<file path="src/hdl/tpba_pkg.sv">
// Shared types and constants for the two-pool bitmap page allocator.
// No dependencies; every other file of the block uses this package.
package tpba_pkg;

   localparam int PAGE_W         = 52;
   localparam int CNT_W          = 11;
   localparam int STATUS_W       = 3;
   localparam int WORD_BITS      = 32;
   localparam int BIT_W          = 5;
   localparam int WIDX_W         = CNT_W - BIT_W;
   localparam int RUN_W          = CNT_W + 1;
   localparam int POOL_PAGES_DEF = 1024;
   localparam int CSR_IDX_W      = 2;

   localparam logic [STATUS_W-1:0] ST_DONE     = 3'd0;
   localparam logic [STATUS_W-1:0] ST_NO_RUN   = 3'd1;
   localparam logic [STATUS_W-1:0] ST_OUTSIDE  = 3'd2;
   localparam logic [STATUS_W-1:0] ST_NOT_USED = 3'd3;
   localparam logic [STATUS_W-1:0] ST_IGNORED  = 3'd4;

   localparam logic [CSR_IDX_W-1:0] CSR_KERN_BASE  = 2'd0;
   localparam logic [CSR_IDX_W-1:0] CSR_KERN_TOTAL = 2'd1;
   localparam logic [CSR_IDX_W-1:0] CSR_USER_BASE  = 2'd2;
   localparam logic [CSR_IDX_W-1:0] CSR_USER_TOTAL = 2'd3;

   localparam logic OP_ALLOC = 1'b0;
   localparam logic OP_FREE  = 1'b1;

   typedef struct packed {
      logic             found;
      logic [BIT_W-1:0] pos;
      logic [CNT_W-1:0] carry;
   } run_scan_type;

endpackage

</file>
<file path="src/hdl/tpba_bitmap_ram.sv">
// Used-page bitmap memory: one write port and one registered read port.
// Depends on tpba_pkg for the word width.
module tpba_bitmap_ram #(
   parameter int AW = 7
) (
   input  logic                           clock,
   input  logic                           we,
   input  logic [AW-1:0]                  waddr,
   input  logic [tpba_pkg::WORD_BITS-1:0] wdata,
   input  logic                           re,
   input  logic [AW-1:0]                  raddr,
   output logic [tpba_pkg::WORD_BITS-1:0] rdata
);

   logic [tpba_pkg::WORD_BITS-1:0] mem [2**AW];
   logic [tpba_pkg::WORD_BITS-1:0] rdata_ff;

   always_ff @(posedge clock) begin
      if (we) begin
         mem[waddr] <= wdata;
      end
      if (re) begin
         rdata_ff <= mem[raddr];
      end
   end

   assign rdata = rdata_ff;

endmodule

</file>
<file path="src/hdl/tpba_run_scan.sv">
// Free-run finder over one bitmap word, continuing a run carried in from lower words.
// Depends on tpba_pkg for widths and the result struct.
module tpba_run_scan (
   input  logic [tpba_pkg::WORD_BITS-1:0] avail,
   input  logic [tpba_pkg::CNT_W-1:0]     carry,
   input  logic [tpba_pkg::CNT_W-1:0]     count,
   output tpba_pkg::run_scan_type         result
);

   logic [tpba_pkg::RUN_W-1:0] run [tpba_pkg::WORD_BITS];

   always_comb begin
      for (int j = 0; j < tpba_pkg::WORD_BITS; j++) begin
         logic hit;
         int   lastk;
         hit   = 1'b0;
         lastk = 0;
         for (int k = 0; k < tpba_pkg::WORD_BITS; k++) begin
            if (k <= j && !avail[k]) begin
               hit   = 1'b1;
               lastk = k;
            end
         end
         run[j] = hit ? tpba_pkg::RUN_W'(j - lastk)
                      : tpba_pkg::RUN_W'(carry) + tpba_pkg::RUN_W'(j + 1);
      end
   end

   always_comb begin
      result.found = 1'b0;
      result.pos   = '0;
      result.carry = run[tpba_pkg::WORD_BITS-1][tpba_pkg::CNT_W-1:0];
      for (int j = tpba_pkg::WORD_BITS - 1; j >= 0; j--) begin
         if (run[j] == {1'b0, count}) begin
            result.found = 1'b1;
            result.pos   = tpba_pkg::BIT_W'(j);
         end
      end
   end

endmodule

</file>
<file path="src/hdl/two_pool_bitmap_page_allocator.sv">
// Two-pool first-fit page allocator: control sequencer, registers and result stage.
// Depends on tpba_pkg, tpba_bitmap_ram and tpba_run_scan.
//
// Usage: a request word on req_* (op 0 allocates page_count pages from the pool that
// from_user picks, op 1 frees the run that starts at page_number) gives exactly one
// response word on rsp_* with the run's first page and a status. Pool bases and sizes
// are to be written through csr_* only while the block is idle; the block itself does
// not enforce it. Both pools live in one bitmap memory of 32-bit words; the logic
// reads, modifies and writes back one word per cycle. An allocation scans words to
// find its run, then marks the words the run spans and loads the response; a free
// first checks its words, then clears them the same way. A request rejected at decode
// goes straight to its response. One item is processed at a time.
// The response sits in an output register; a new request is taken while it waits, and
// a held rsp_stall only delays the next item at its response step.
// After reset the block sweeps the whole bitmap memory (2 * 2**AW words, 64 for
// 1024-page pools) to mark every page used, one word per cycle, with req_stall high.
// Configuration registers reset to zero.
module two_pool_bitmap_page_allocator #(
   parameter int POOL_PAGES = tpba_pkg::POOL_PAGES_DEF
) (
   input  logic                            clock,
   input  logic                            reset,
   input  logic                            req_valid,
   output logic                            req_stall,
   input  logic                            req_op,
   input  logic                            req_from_user,
   input  logic [tpba_pkg::PAGE_W-1:0]     req_page_number,
   input  logic [tpba_pkg::CNT_W-1:0]      req_page_count,
   output logic                            rsp_valid,
   input  logic                            rsp_stall,
   output logic [tpba_pkg::PAGE_W-1:0]     rsp_first_page,
   output logic [tpba_pkg::STATUS_W-1:0]   rsp_status,
   input  logic                            csr_write,
   input  logic [tpba_pkg::CSR_IDX_W-1:0]  csr_index,
   input  logic [tpba_pkg::PAGE_W-1:0]     csr_wdata
);

   localparam int WORDS = (POOL_PAGES + tpba_pkg::WORD_BITS - 1) / tpba_pkg::WORD_BITS;
   localparam int AW    = (WORDS > 1) ? $clog2(WORDS) : 1;
   localparam int MAW   = AW + 1;
   localparam int CAP   = (POOL_PAGES > 2047) ? 2047 : POOL_PAGES;
   localparam logic [tpba_pkg::CNT_W-1:0] CAP_V = tpba_pkg::CNT_W'(CAP);

   typedef enum logic [5:0] {
      S_CLEAR  = 6'b000001,
      S_IDLE   = 6'b000010,
      S_DECODE = 6'b000100,
      S_SCAN   = 6'b001000,
      S_MARK   = 6'b010000,
      S_RESP   = 6'b100000
   } state_type;

   state_type state_ff, state_in;

   logic [tpba_pkg::PAGE_W-1:0] kb_ff, ub_ff;
   logic [tpba_pkg::CNT_W-1:0]  kt_ff, ut_ff;

   logic                          op_ff, usr_ff;
   logic [tpba_pkg::PAGE_W-1:0]   page_ff;
   logic [tpba_pkg::CNT_W-1:0]    cnt_ff;

   logic                          pool_ff, pool_in;
   logic [tpba_pkg::CNT_W-1:0]    lo_ff, lo_in, hi_ff, hi_in;
   logic [tpba_pkg::CNT_W-1:0]    total_ff, total_in, first_ff, first_in, run_ff, run_in;
   logic [tpba_pkg::WIDX_W-1:0]   lastw_ff, lastw_in;
   logic [tpba_pkg::PAGE_W-1:0]   base_ff, base_in;
   logic [tpba_pkg::STATUS_W-1:0] status_ff, status_in;
   logic                          sel_ff, sel_in;
   logic [tpba_pkg::WIDX_W:0]     rd_w_ff, rd_w_in, ev_w_ff, ev_w_in;
   logic                          ev_valid_ff, ev_valid_in;
   logic [MAW-1:0]                clr_ff;

   logic                          rsp_valid_ff;
   logic [tpba_pkg::PAGE_W-1:0]   rsp_start_ff;
   logic [tpba_pkg::STATUS_W-1:0] rsp_status_ff;

   logic                           mem_we, mem_re;
   logic [MAW-1:0]                 mem_waddr, mem_raddr;
   logic [tpba_pkg::WORD_BITS-1:0] mem_wdata, mem_rdata;

   logic [tpba_pkg::WORD_BITS-1:0] avail, range_mask;
   tpba_pkg::run_scan_type         scan;

   logic                        req_take, rsp_load, rd_en, last_word;
   logic [tpba_pkg::CNT_W-1:0]  kt_eff, ut_eff, sel_total, idx, scan_first, scan_hi;
   logic [tpba_pkg::PAGE_W-1:0] kd, ud;
   logic                        in_k, in_u;

   tpba_bitmap_ram #(.AW(MAW)) u_ram (
      .clock (clock),
      .we    (mem_we),
      .waddr (mem_waddr),
      .wdata (mem_wdata),
      .re    (mem_re),
      .raddr (mem_raddr),
      .rdata (mem_rdata)
   );

   tpba_run_scan u_scan (
      .avail  (avail),
      .carry  (run_ff),
      .count  (cnt_ff),
      .result (scan)
   );

   assign req_stall = (state_ff != S_IDLE);
   assign req_take  = req_valid && !req_stall;
   assign rsp_load  = (state_ff == S_RESP) && (!rsp_valid_ff || !rsp_stall);
   assign rsp_valid      = rsp_valid_ff;
   assign rsp_first_page = rsp_start_ff;
   assign rsp_status     = rsp_status_ff;

   assign rd_en     = (rd_w_ff <= {1'b0, lastw_ff});
   assign last_word = (ev_w_ff == {1'b0, lastw_ff});

   always_comb begin
      for (int j = 0; j < tpba_pkg::WORD_BITS; j++) begin
         logic [tpba_pkg::CNT_W-1:0] p;
         p = {ev_w_ff[tpba_pkg::WIDX_W-1:0], tpba_pkg::BIT_W'(j)};
         avail[j]      = !mem_rdata[j] && (p < total_ff);
         range_mask[j] = (p >= lo_ff) && (p <= hi_ff);
      end
   end

   always_comb begin
      kt_eff = (kt_ff > CAP_V) ? CAP_V : kt_ff;
      ut_eff = (ut_ff > CAP_V) ? CAP_V : ut_ff;
      kd     = page_ff - kb_ff;
      ud     = page_ff - ub_ff;
      in_k   = (page_ff >= kb_ff) && (kd < tpba_pkg::PAGE_W'(kt_eff));
      in_u   = (page_ff >= ub_ff) && (ud < tpba_pkg::PAGE_W'(ut_eff));
      sel_total = in_k ? kt_eff : ut_eff;
      idx       = in_k ? kd[tpba_pkg::CNT_W-1:0] : ud[tpba_pkg::CNT_W-1:0];
      scan_first = ({ev_w_ff[tpba_pkg::WIDX_W-1:0], scan.pos} + tpba_pkg::CNT_W'(1)) - cnt_ff;
      scan_hi    = scan_first + cnt_ff - tpba_pkg::CNT_W'(1);
   end

   always_comb begin
      state_in    = state_ff;
      pool_in     = pool_ff;
      lo_in       = lo_ff;
      hi_in       = hi_ff;
      total_in    = total_ff;
      first_in    = first_ff;
      run_in      = run_ff;
      lastw_in    = lastw_ff;
      base_in     = base_ff;
      status_in   = status_ff;
      sel_in      = sel_ff;
      rd_w_in     = rd_w_ff;
      ev_w_in     = ev_w_ff;
      ev_valid_in = 1'b0;
      mem_re      = 1'b0;
      mem_raddr   = {pool_ff, AW'(rd_w_ff[tpba_pkg::WIDX_W-1:0])};
      mem_we      = 1'b0;
      mem_waddr   = {pool_ff, AW'(ev_w_ff[tpba_pkg::WIDX_W-1:0])};
      mem_wdata   = (op_ff == tpba_pkg::OP_ALLOC) ? (mem_rdata | range_mask)
                                                  : (mem_rdata & ~range_mask);
      unique case (state_ff)
         S_CLEAR: begin
            mem_we    = 1'b1;
            mem_waddr = clr_ff;
            mem_wdata = '1;
            if (&clr_ff) begin
               state_in = S_IDLE;
            end
         end
         S_IDLE: begin
            if (req_take) begin
               state_in = S_DECODE;
            end
         end
         S_DECODE: begin
            sel_in   = 1'b0;
            first_in = '0;
            run_in   = '0;
            ev_w_in  = '0;
            state_in = S_RESP;
            if (op_ff == tpba_pkg::OP_ALLOC) begin
               pool_in  = usr_ff;
               base_in  = usr_ff ? ub_ff : kb_ff;
               total_in = usr_ff ? ut_eff : kt_eff;
               lo_in    = '0;
               hi_in    = total_in - tpba_pkg::CNT_W'(1);
               lastw_in = hi_in[tpba_pkg::CNT_W-1:tpba_pkg::BIT_W];
               rd_w_in  = '0;
               if (cnt_ff == '0) begin
                  status_in = tpba_pkg::ST_DONE;
                  sel_in    = 1'b1;
               end else if (cnt_ff > total_in) begin
                  status_in = tpba_pkg::ST_NO_RUN;
               end else begin
                  state_in = S_SCAN;
               end
            end else if (page_ff == '0 || cnt_ff == '0) begin
               status_in = tpba_pkg::ST_IGNORED;
            end else if (!in_k && !in_u) begin
               status_in = tpba_pkg::ST_OUTSIDE;
            end else if ((tpba_pkg::RUN_W'(idx) + tpba_pkg::RUN_W'(cnt_ff))
                         > tpba_pkg::RUN_W'(sel_total)) begin
               status_in = tpba_pkg::ST_OUTSIDE;
            end else begin
               pool_in  = !in_k;
               total_in = sel_total;
               lo_in    = idx;
               hi_in    = idx + cnt_ff - tpba_pkg::CNT_W'(1);
               lastw_in = hi_in[tpba_pkg::CNT_W-1:tpba_pkg::BIT_W];
               rd_w_in  = {1'b0, idx[tpba_pkg::CNT_W-1:tpba_pkg::BIT_W]};
               state_in = S_SCAN;
            end
         end
         S_SCAN: begin
            mem_re      = rd_en;
            ev_valid_in = rd_en;
            ev_w_in     = rd_w_ff;
            rd_w_in     = rd_en ? rd_w_ff + 1'b1 : rd_w_ff;
            if (ev_valid_ff) begin
               if (op_ff == tpba_pkg::OP_ALLOC) begin
                  run_in = scan.carry;
                  if (scan.found) begin
                     first_in    = scan_first;
                     lo_in       = scan_first;
                     hi_in       = scan_hi;
                     lastw_in    = scan_hi[tpba_pkg::CNT_W-1:tpba_pkg::BIT_W];
                     rd_w_in     = {1'b0, scan_first[tpba_pkg::CNT_W-1:tpba_pkg::BIT_W]};
                     ev_valid_in = 1'b0;
                     state_in    = S_MARK;
                  end else if (last_word) begin
                     status_in = tpba_pkg::ST_NO_RUN;
                     state_in  = S_RESP;
                  end
               end else if (|(range_mask & ~mem_rdata)) begin
                  status_in = tpba_pkg::ST_NOT_USED;
                  state_in  = S_RESP;
               end else if (last_word) begin
                  rd_w_in     = {1'b0, lo_ff[tpba_pkg::CNT_W-1:tpba_pkg::BIT_W]};
                  ev_valid_in = 1'b0;
                  state_in    = S_MARK;
               end
            end
         end
         S_MARK: begin
            mem_re      = rd_en;
            ev_valid_in = rd_en;
            ev_w_in     = rd_w_ff;
            rd_w_in     = rd_en ? rd_w_ff + 1'b1 : rd_w_ff;
            if (ev_valid_ff) begin
               mem_we = 1'b1;
               if (last_word) begin
                  status_in   = tpba_pkg::ST_DONE;
                  sel_in      = (op_ff == tpba_pkg::OP_ALLOC);
                  ev_valid_in = 1'b0;
                  state_in    = S_RESP;
               end
            end
         end
         S_RESP: begin
            if (rsp_load) begin
               state_in = S_IDLE;
            end
         end
         default: begin
            state_in = S_IDLE;
         end
      endcase
   end

   always_ff @(posedge clock) begin
      if (reset) begin
         state_ff     <= S_CLEAR;
         clr_ff       <= '0;
         ev_valid_ff  <= 1'b0;
         rsp_valid_ff <= 1'b0;
         kb_ff        <= '0;
         kt_ff        <= '0;
         ub_ff        <= '0;
         ut_ff        <= '0;
      end else begin
         state_ff    <= state_in;
         ev_valid_ff <= ev_valid_in;
         if (state_ff == S_CLEAR) begin
            clr_ff <= clr_ff + 1'b1;
         end
         if (rsp_load) begin
            rsp_valid_ff <= 1'b1;
         end else if (!rsp_stall) begin
            rsp_valid_ff <= 1'b0;
         end
         if (csr_write) begin
            unique case (csr_index)
               tpba_pkg::CSR_KERN_BASE:  kb_ff <= csr_wdata;
               tpba_pkg::CSR_KERN_TOTAL: kt_ff <= csr_wdata[tpba_pkg::CNT_W-1:0];
               tpba_pkg::CSR_USER_BASE:  ub_ff <= csr_wdata;
               tpba_pkg::CSR_USER_TOTAL: ut_ff <= csr_wdata[tpba_pkg::CNT_W-1:0];
               default: ;
            endcase
         end
      end
   end

   always_ff @(posedge clock) begin
      if (req_take) begin
         op_ff   <= req_op;
         usr_ff  <= req_from_user;
         page_ff <= req_page_number;
         cnt_ff  <= req_page_count;
      end
      if (rsp_load) begin
         rsp_start_ff  <= sel_ff ? base_ff + tpba_pkg::PAGE_W'(first_ff) : '0;
         rsp_status_ff <= status_ff;
      end
      pool_ff   <= pool_in;
      lo_ff     <= lo_in;
      hi_ff     <= hi_in;
      total_ff  <= total_in;
      first_ff  <= first_in;
      run_ff    <= run_in;
      lastw_ff  <= lastw_in;
      base_ff   <= base_in;
      status_ff <= status_in;
      sel_ff    <= sel_in;
      rd_w_ff   <= rd_w_in;
      ev_w_ff   <= ev_w_in;
   end

   a_take_decode: assert property (@(posedge clock) disable iff (reset)
      req_take |=> state_ff == S_DECODE)
      else $error("accepted request did not enter decode");

   a_alloc_in_pool: assert property (@(posedge clock) disable iff (reset)
      (state_ff == S_MARK && op_ff == tpba_pkg::OP_ALLOC) |-> hi_ff < total_ff)
      else $error("allocated run extends past pool end");

   a_mark_words: assert property (@(posedge clock) disable iff (reset)
      (state_ff == S_MARK && mem_we) |-> ev_w_ff <= {1'b0, lastw_ff})
      else $error("bitmap write outside the run");

   a_fail_zero: assert property (@(posedge clock) disable iff (reset)
      (rsp_valid_ff && rsp_status_ff != tpba_pkg::ST_DONE) |-> rsp_start_ff == '0)
      else $error("failed word carries a first page");

endmodule

</file>
<file path="config.mk">
export PLATFORM = sky130hd
export DESIGN_NAME = two_pool_bitmap_page_allocator
export DESIGN_NICKNAME = d
export VERILOG_FILES = /design/src/hdl/tpba_pkg.sv /design/src/hdl/tpba_bitmap_ram.sv /design/src/hdl/tpba_run_scan.sv /design/src/hdl/two_pool_bitmap_page_allocator.sv
export SDC_FILE = /design/constraint.sdc
export NUM_CORES = 2
export LEC_CHECK = 0
export ABC_AREA = 1
export BUFFER_PORTS_ARGS = -buffer_cell sky130_fd_sc_hd__buf_2
export CAP_MARGIN = 20
export CORE_MARGIN = 2
export CORE_UTILIZATION = 30
export CTS_BUF_LIST = sky130_fd_sc_hd__clkbuf_4 sky130_fd_sc_hd__clkbuf_8
export CTS_CLUSTER_DIAMETER = 50
export CTS_CLUSTER_SIZE = 16
export DETAILED_ROUTE_END_ITERATION = 12
export GPL_ROUTABILITY_DRIVEN = 1
export PLACE_DENSITY = 0.54
export SETUP_SLACK_MARGIN = 0.3
export SKIP_LAST_GASP = 1
export SLEW_MARGIN = 20
export SYNTH_ARGS = -nofsm -noshare
export SYNTH_HDL_FRONTEND = slang
export SYNTH_HIERARCHICAL = 1
export SYNTH_SLANG_ARGS = --single-unit
export TNS_END_PERCENT = 50
</file>
<file path="constraint.sdc">
create_clock -name clock -period 12.06 [get_ports clock]
set_input_delay 1.809 -clock clock [delete_from_list [all_inputs] [get_ports clock]]
set_output_delay 1.809 -clock clock [all_outputs]
set_load 0.01 [all_outputs]
</file>
# Word level (Yosys, flattened, before mapping)
# Memory sizes are Yosys's and may differ from the RTL's. A register that Yosys moved wholly into a read port is not among the register bits.
# Cells that the tools add are included.
[op_classes] n_addsub=76 magnitude_cmp=105 n_eq_ne=64 muxes=234 n_bitwise=6 reduce_logical=131
[ops] cell="12-bit 2-to-1 mux" n=59
[ops] cell="12-bit by 11-bit equality test with 1-bit output" n=32
[ops] cell="11-bit greater-or-equal comparator" n=32
[ops] cell="11-bit less-or-equal comparator" n=32
[ops] cell="11-bit less-than comparator" n=32
[ops] cell="6-bit 2-to-1 mux" n=56
[ops] cell="11-bit 2-to-1 mux" n=25
[ops] cell="11-bit by 5-bit adder with 12-bit output (second input constant)" n=16
[ops] cell="6-bit by 12-bit subtractor with 12-bit output (first input constant)" n=16
[ops] cell="52-bit greater-or-equal comparator" n=2
[ops] cell="52-bit by 11-bit less-than comparator with 1-bit output" n=2
[ops] cell="52-bit subtractor" n=2
[ops] cell="11-bit by 4-bit adder with 12-bit output (second input constant)" n=8
[ops] cell="5-bit by 12-bit subtractor with 12-bit output (first input constant)" n=8
[ops] cell="11-bit one-hot mux with 2 select lines" n=4
[ops] cell="7-bit 2-to-1 mux" n=10
[ops] cell="1-bit logical AND" n=69
[ops] cell="32-bit AND" n=2
[ops] cell="32-bit 2-to-1 mux" n=2
[ops] cell="32-bit NOT" n=2
[ops] cell="1-bit 2-to-1 mux" n=53
[ops] cell="52-bit by 11-bit adder with 52-bit output" n=1
[ops] cell="52-bit zero test" n=1
[ops] cell="52-bit 2-to-1 mux" n=1
[ops] cell="other kinds (57)" n=149
[word_totals] reg_bits=392 mem_bits_rw=2048 in_bits=124 out_inout_bits=57 word_cells=643 memories=1
[memory_table] memory="u_ram.mem" words=64 word_bits=32 rd=1 rd_clocked_by_memory_dff=1 wr=1 line_no="tpba_bitmap_ram.sv:15" text="logic [tpba_pkg::WORD_BITS-1:0] mem [2**AW];"

# Logic depth before layout (Yosys ltp)
[depth] ltp_word=76 ltp_mapped=107 ltp_nobuf=107

# Modules after synthesis
# Netlist, hierarchy kept.
[modules_own_cells] module="tpba_bitmap_ram" instances=1 cells_each=6785 area_per_inst_um2=83106.0 seq_area_each_um2=62459.9
[modules_own_cells] module="two_pool_bitmap_page_allocator" instances=1 cells_each=4768 area_per_inst_um2=31918.1 seq_area_each_um2=10189.8
[modules_own_cells] module="tpba_run_scan" instances=1 cells_each=2461 area_per_inst_um2=13322.8 seq_area_each_um2=0.0

# Worst setup path before layout
# No wires, ideal clock.
[synth_timing] path_kind="reg2reg" startpoint="register ev_w_ff[3] (netlist name)" endpoint="register hi_ff[10] (netlist name) (data pin)" setup_time_ps=257 arrival_time_ps=9826 t_required_ps=11803 path_slack_ps=1977 stages_incl_launch_ff=97 n_path_buf=1 synth_period_minus_slack_ps=10083 path_cell_list="edfxtp_1 ha_1 a21o_1 a221oi_1 o21ai_1 or2_2 clkbuf_1 a211oi_1 nand2_2 inv_2 nand2_1 inv_2 nor2_2 nand2_1 nand3_1 nand3_1 nand2_1 inv_2 [... 61 more ...] inv_1 ha_1 nand2_1 nor2_1 a211oi_1 nor2_1 o21ai_0 nand2_1 nand2_1 nand2_1 a21oi_1 nor2_1 nor2_1 o21bai_1 xor2_1 xor2_1 nand2_1 nand2_1"
[synth_rtl] item="from (decl)" line_no="two_pool_bitmap_page_allocator.sv:69" text="logic [tpba_pkg::WIDX_W:0] rd_w_ff, rd_w_in, ev_w_ff, ev_w_in;"
[synth_rtl] item="from (signal assigned)" line_no="two_pool_bitmap_page_allocator.sv:323" text="ev_w_ff <= ev_w_in;"
[synth_rtl] item="to (signal assigned)" line_no="two_pool_bitmap_page_allocator.sv:314" text="hi_ff <= hi_in;"
[synth_rtl] item="to (decl)" line_no="two_pool_bitmap_page_allocator.sv:63" text="logic [tpba_pkg::CNT_W-1:0] lo_ff, lo_in, hi_ff, hi_in;"

==> results.txt <==
Sw Ratio -> 27.1%
final setup violating endpoints -> 0
routed len/inst -> 23.3 microns
Yosys cell types -> 84
Synth Warn # -> 6
number of I/O port buffers -> 180
Root Driver -> clkbuf_8
CP Capture Type -> flop
Clock Power Share -> 37.1%
switching pwr -> 5010 uW
CTS Buffer Depth -> 4
Layout Skew -> 173 ps
Vias -> 103000
routed wire length -> 470000 microns
CTS buffer count -> 306
Post-synth EDFFs -> 2326
CP Class -> flop to flop
commonest non-fill, non-tap cells in the layout -> nand2_1 (4022), edfxtp_1 (2326), nand3_1 (2217)
FP Rows -> 240
CTS tree -> built
Hold Worst Slack -> 480 ps
initial core utilization -> 30.1%
grt ovf -> 0
top-level I/O count -> 181
FF+latch area -> 72600 sq um
status -> complete, no violations
die height -> 658 microns
Worst path max stage delay -> 520 ps
top post-synthesis cells by area -> edfxtp_1 (54%), nand2_1 (12%), nand3_1 (8.7%)
max_cap viols -> 0
Mapped Area -> 128000 sq um
Starting DRT DRC Count -> 11500
register clock-pin slew on the reported worst setup and hold paths -> 70 ps
sequential area share after synthesis -> 56.6%
vias in the first global route -> 95400
GRT Util Overall -> 20.9%
fin nets -> 14700
ys flop type -> edfxtp_1
Crit path top cell by count -> nand2_1
synthesis-stage register bit count -> 2466
R2R setup slack -> 1050 ps
First-pass DRT Iterations -> 9
HPWL Detailed -> 296000 microns
final hold vios -> 0
core region area -> 427000 sq um
maximum vdd drop -> 0.0842 mV
clock sink count -> 2466
critical path's slowest cell -> fa_2
LEAKAGE -> 0.0547 uW
aggregate negative setup slack -> 0 ps
htree depth -> 5
Startpoint Class -> flop
Syn Nets -> 14500
residual DRC count -> 0
fill count -> 43800
width of the die -> 658 microns
Vias/cell -> 5.13
crit share post-route -> 91.3%
crit path max fanout -> 8
Crit path required time -> 12840 ps
Syn Area/Cell -> 9.16 sq um
RSZ-0062 raised after global routing -> no
Slew Limit Fails -> 0
share of cells above drive strength 1 -> 10.1%
area added between synthesis and finish -> 12.5%
classification of the worst-slack hold path -> flop to flop
post-synth top area share -> 54.4%
Gate power share -> 9.7%
Slew @ Worst Pin -> 1270 ps
Skew-Pair Late Insertion Delay -> 1170 ps
Die Footprint -> 433000 sq um
Slew HR -> 15.1%
multi-input combinational cell area -> 49400 sq um
P_int -> 13500 uW
routability congestion estimate -> 1.01
pin count of the biggest net entering global routing -> 207
fmax -> 90.8 MHz
asr flop ratio synth -> 0%
Crit path arrival time -> 11790 ps
wire length of the first global-routing pass -> 672000 microns
Power Dens Cells -> 128 nW/um^2
min Tclk post-route -> 11010 ps
initial antenna violation count -> 21
Post-Syn Instances -> 14000
Synth area leader -> edfxtp_1
DRT antenna net count -> 0
leading cell type in the layout, fill and taps excluded -> nand2_1
part of the power in registers -> 53.2%
final timing paths:
kind                    end  cells past startpoint        from
hold reg to reg   kb_ff[13]                      2   kb_ff[13]
hold / removal    kb_ff[13]                      2   kb_ff[13]
setup / recovery  hi_ff[10]                     93  ev_w_ff[3]
setup reg to reg  hi_ff[10]                     93  ev_w_ff[3]
metal layers:
metal	vias to the layer above	global-route usage [%]	wire length [microns]
li1	48400	-	-
met1	50100	29.8	209000
met2	4172	32.2	206000
met3	822	3.18	37500
met4	10	7.21	17600
met5	-	0	77
worst max-delay path: cells and delay by family, from the launching register on:
| family | cells | cell delay [ps] |
|---|---|---|
| buffers and inverters | 7 | 600 |
| AOI/OAI and AO/OA | 10 | 1680 |
| DFF | 1 | 380 |
| xor gates and xnor gates | 2 | 290 |
| adders and majority gates | 7 | 2010 |
| and+or+nand+nor | 67 | 5790 |
metrics by stage:
stage | util [%] | power (uW) | setup WS (ps) | instances | area [sq um]
2_1_floorplan | - | 11000 | 1980 | 14000 | 128000
3_3_place_gp | 32.1 | 11800 | 469 | 19600 | 137000
3_5_place_dp | 32.1 | 11800 | 662 | 19600 | 137000
4_1_cts | 33.7 | 18700 | 593 | 20100 | 144000
5_1_grt | 33.8 | 19100 | 236 | 20200 | 144000
6_report | 33.8 | 18500 | 1050 | 20200 | 144000
flip-flops by register name (all words and copies together) (netlist names), 3 cells and up:
signal,flops
u_ram/mem,2048
base_ff,52
kb_ff,52
page_ff,52
rsp_first_page,52
ub_ff,52
u_ram/rdata,32
cnt_ff,11
first_ff,11
hi_ff,11
kt_ff,11
lo_ff,11
run_ff,11
total_ff,11
ut_ff,11
ev_w_ff,7
rd_w_ff,7
clr_ff,6
state_ff,6
rsp_status,3
status_ff,3
cell type report:
| cell class | count | area share (%) |
|---|---|---|
| flip-flops and latches | 2466 | 50.3 |
| multi-input cells | 9710 | 34.2 |
| well taps | 5687 | 4.93 |
| inverters | 1183 | 3.10 |
| clock buffers | 332 | 3.09 |
| repair buffers | 546 | 2.65 |
| clock inverters | 226 | 1.70 |
| diodes | 16 | 0.0277 |
power groups by stage:
stage / Combinational (uW) / Clock (uW) / Sequential, uW
after global routing: 1940 / 7330 / 9870
final: 1790 / 6870 / 9860
after CTS: 1770 / 7030 / 9860
after global placement: 1750 / 0 / 10000
after detailed placement: 1760 / 0 / 10100
after floorplan: 940 / 0 / 10100
synthesized netlist by cell type (all sizes together), types with 15 or more instances:
master / n
inv: 1167
a211oi: 22
o31ai: 19
clkinv: 16
o211ai: 36
a221oi: 22
a21oi: 507
buf: 415
o21ai: 643
nand3: 2229
nand3b: 61
xor2: 325
clkbuf: 241
o22ai: 43
nand4: 107
or2: 46
a2111oi: 15
nor4: 54
dfxtp: 140
nor3: 141
ha: 318
xnor2: 23
nor3b: 15
nand2: 4087
o2111ai: 22
edfxtp: 2326
o21bai: 24
nor2: 830
cell families after synthesis:
logic type | synth area share [%]
mux | 0.0312
xor+xnor | 2.37
flops | 56.6
simple gates | 25.6
buf+inv | 5.86
compound gates | 6.32
fa+ha+maj | 3.21
repair_timing:
| action | in CTS | in global routing |
|---|---|---|
| buffers inserted | 0 | 17 |
| endpoints found under the setup margin | 0 | 6 |
| gates resized for setup | 0 | 70 |
| hold buffers | 0 | 0 |
Note: power is estimated with default switching activity, not from simulation.
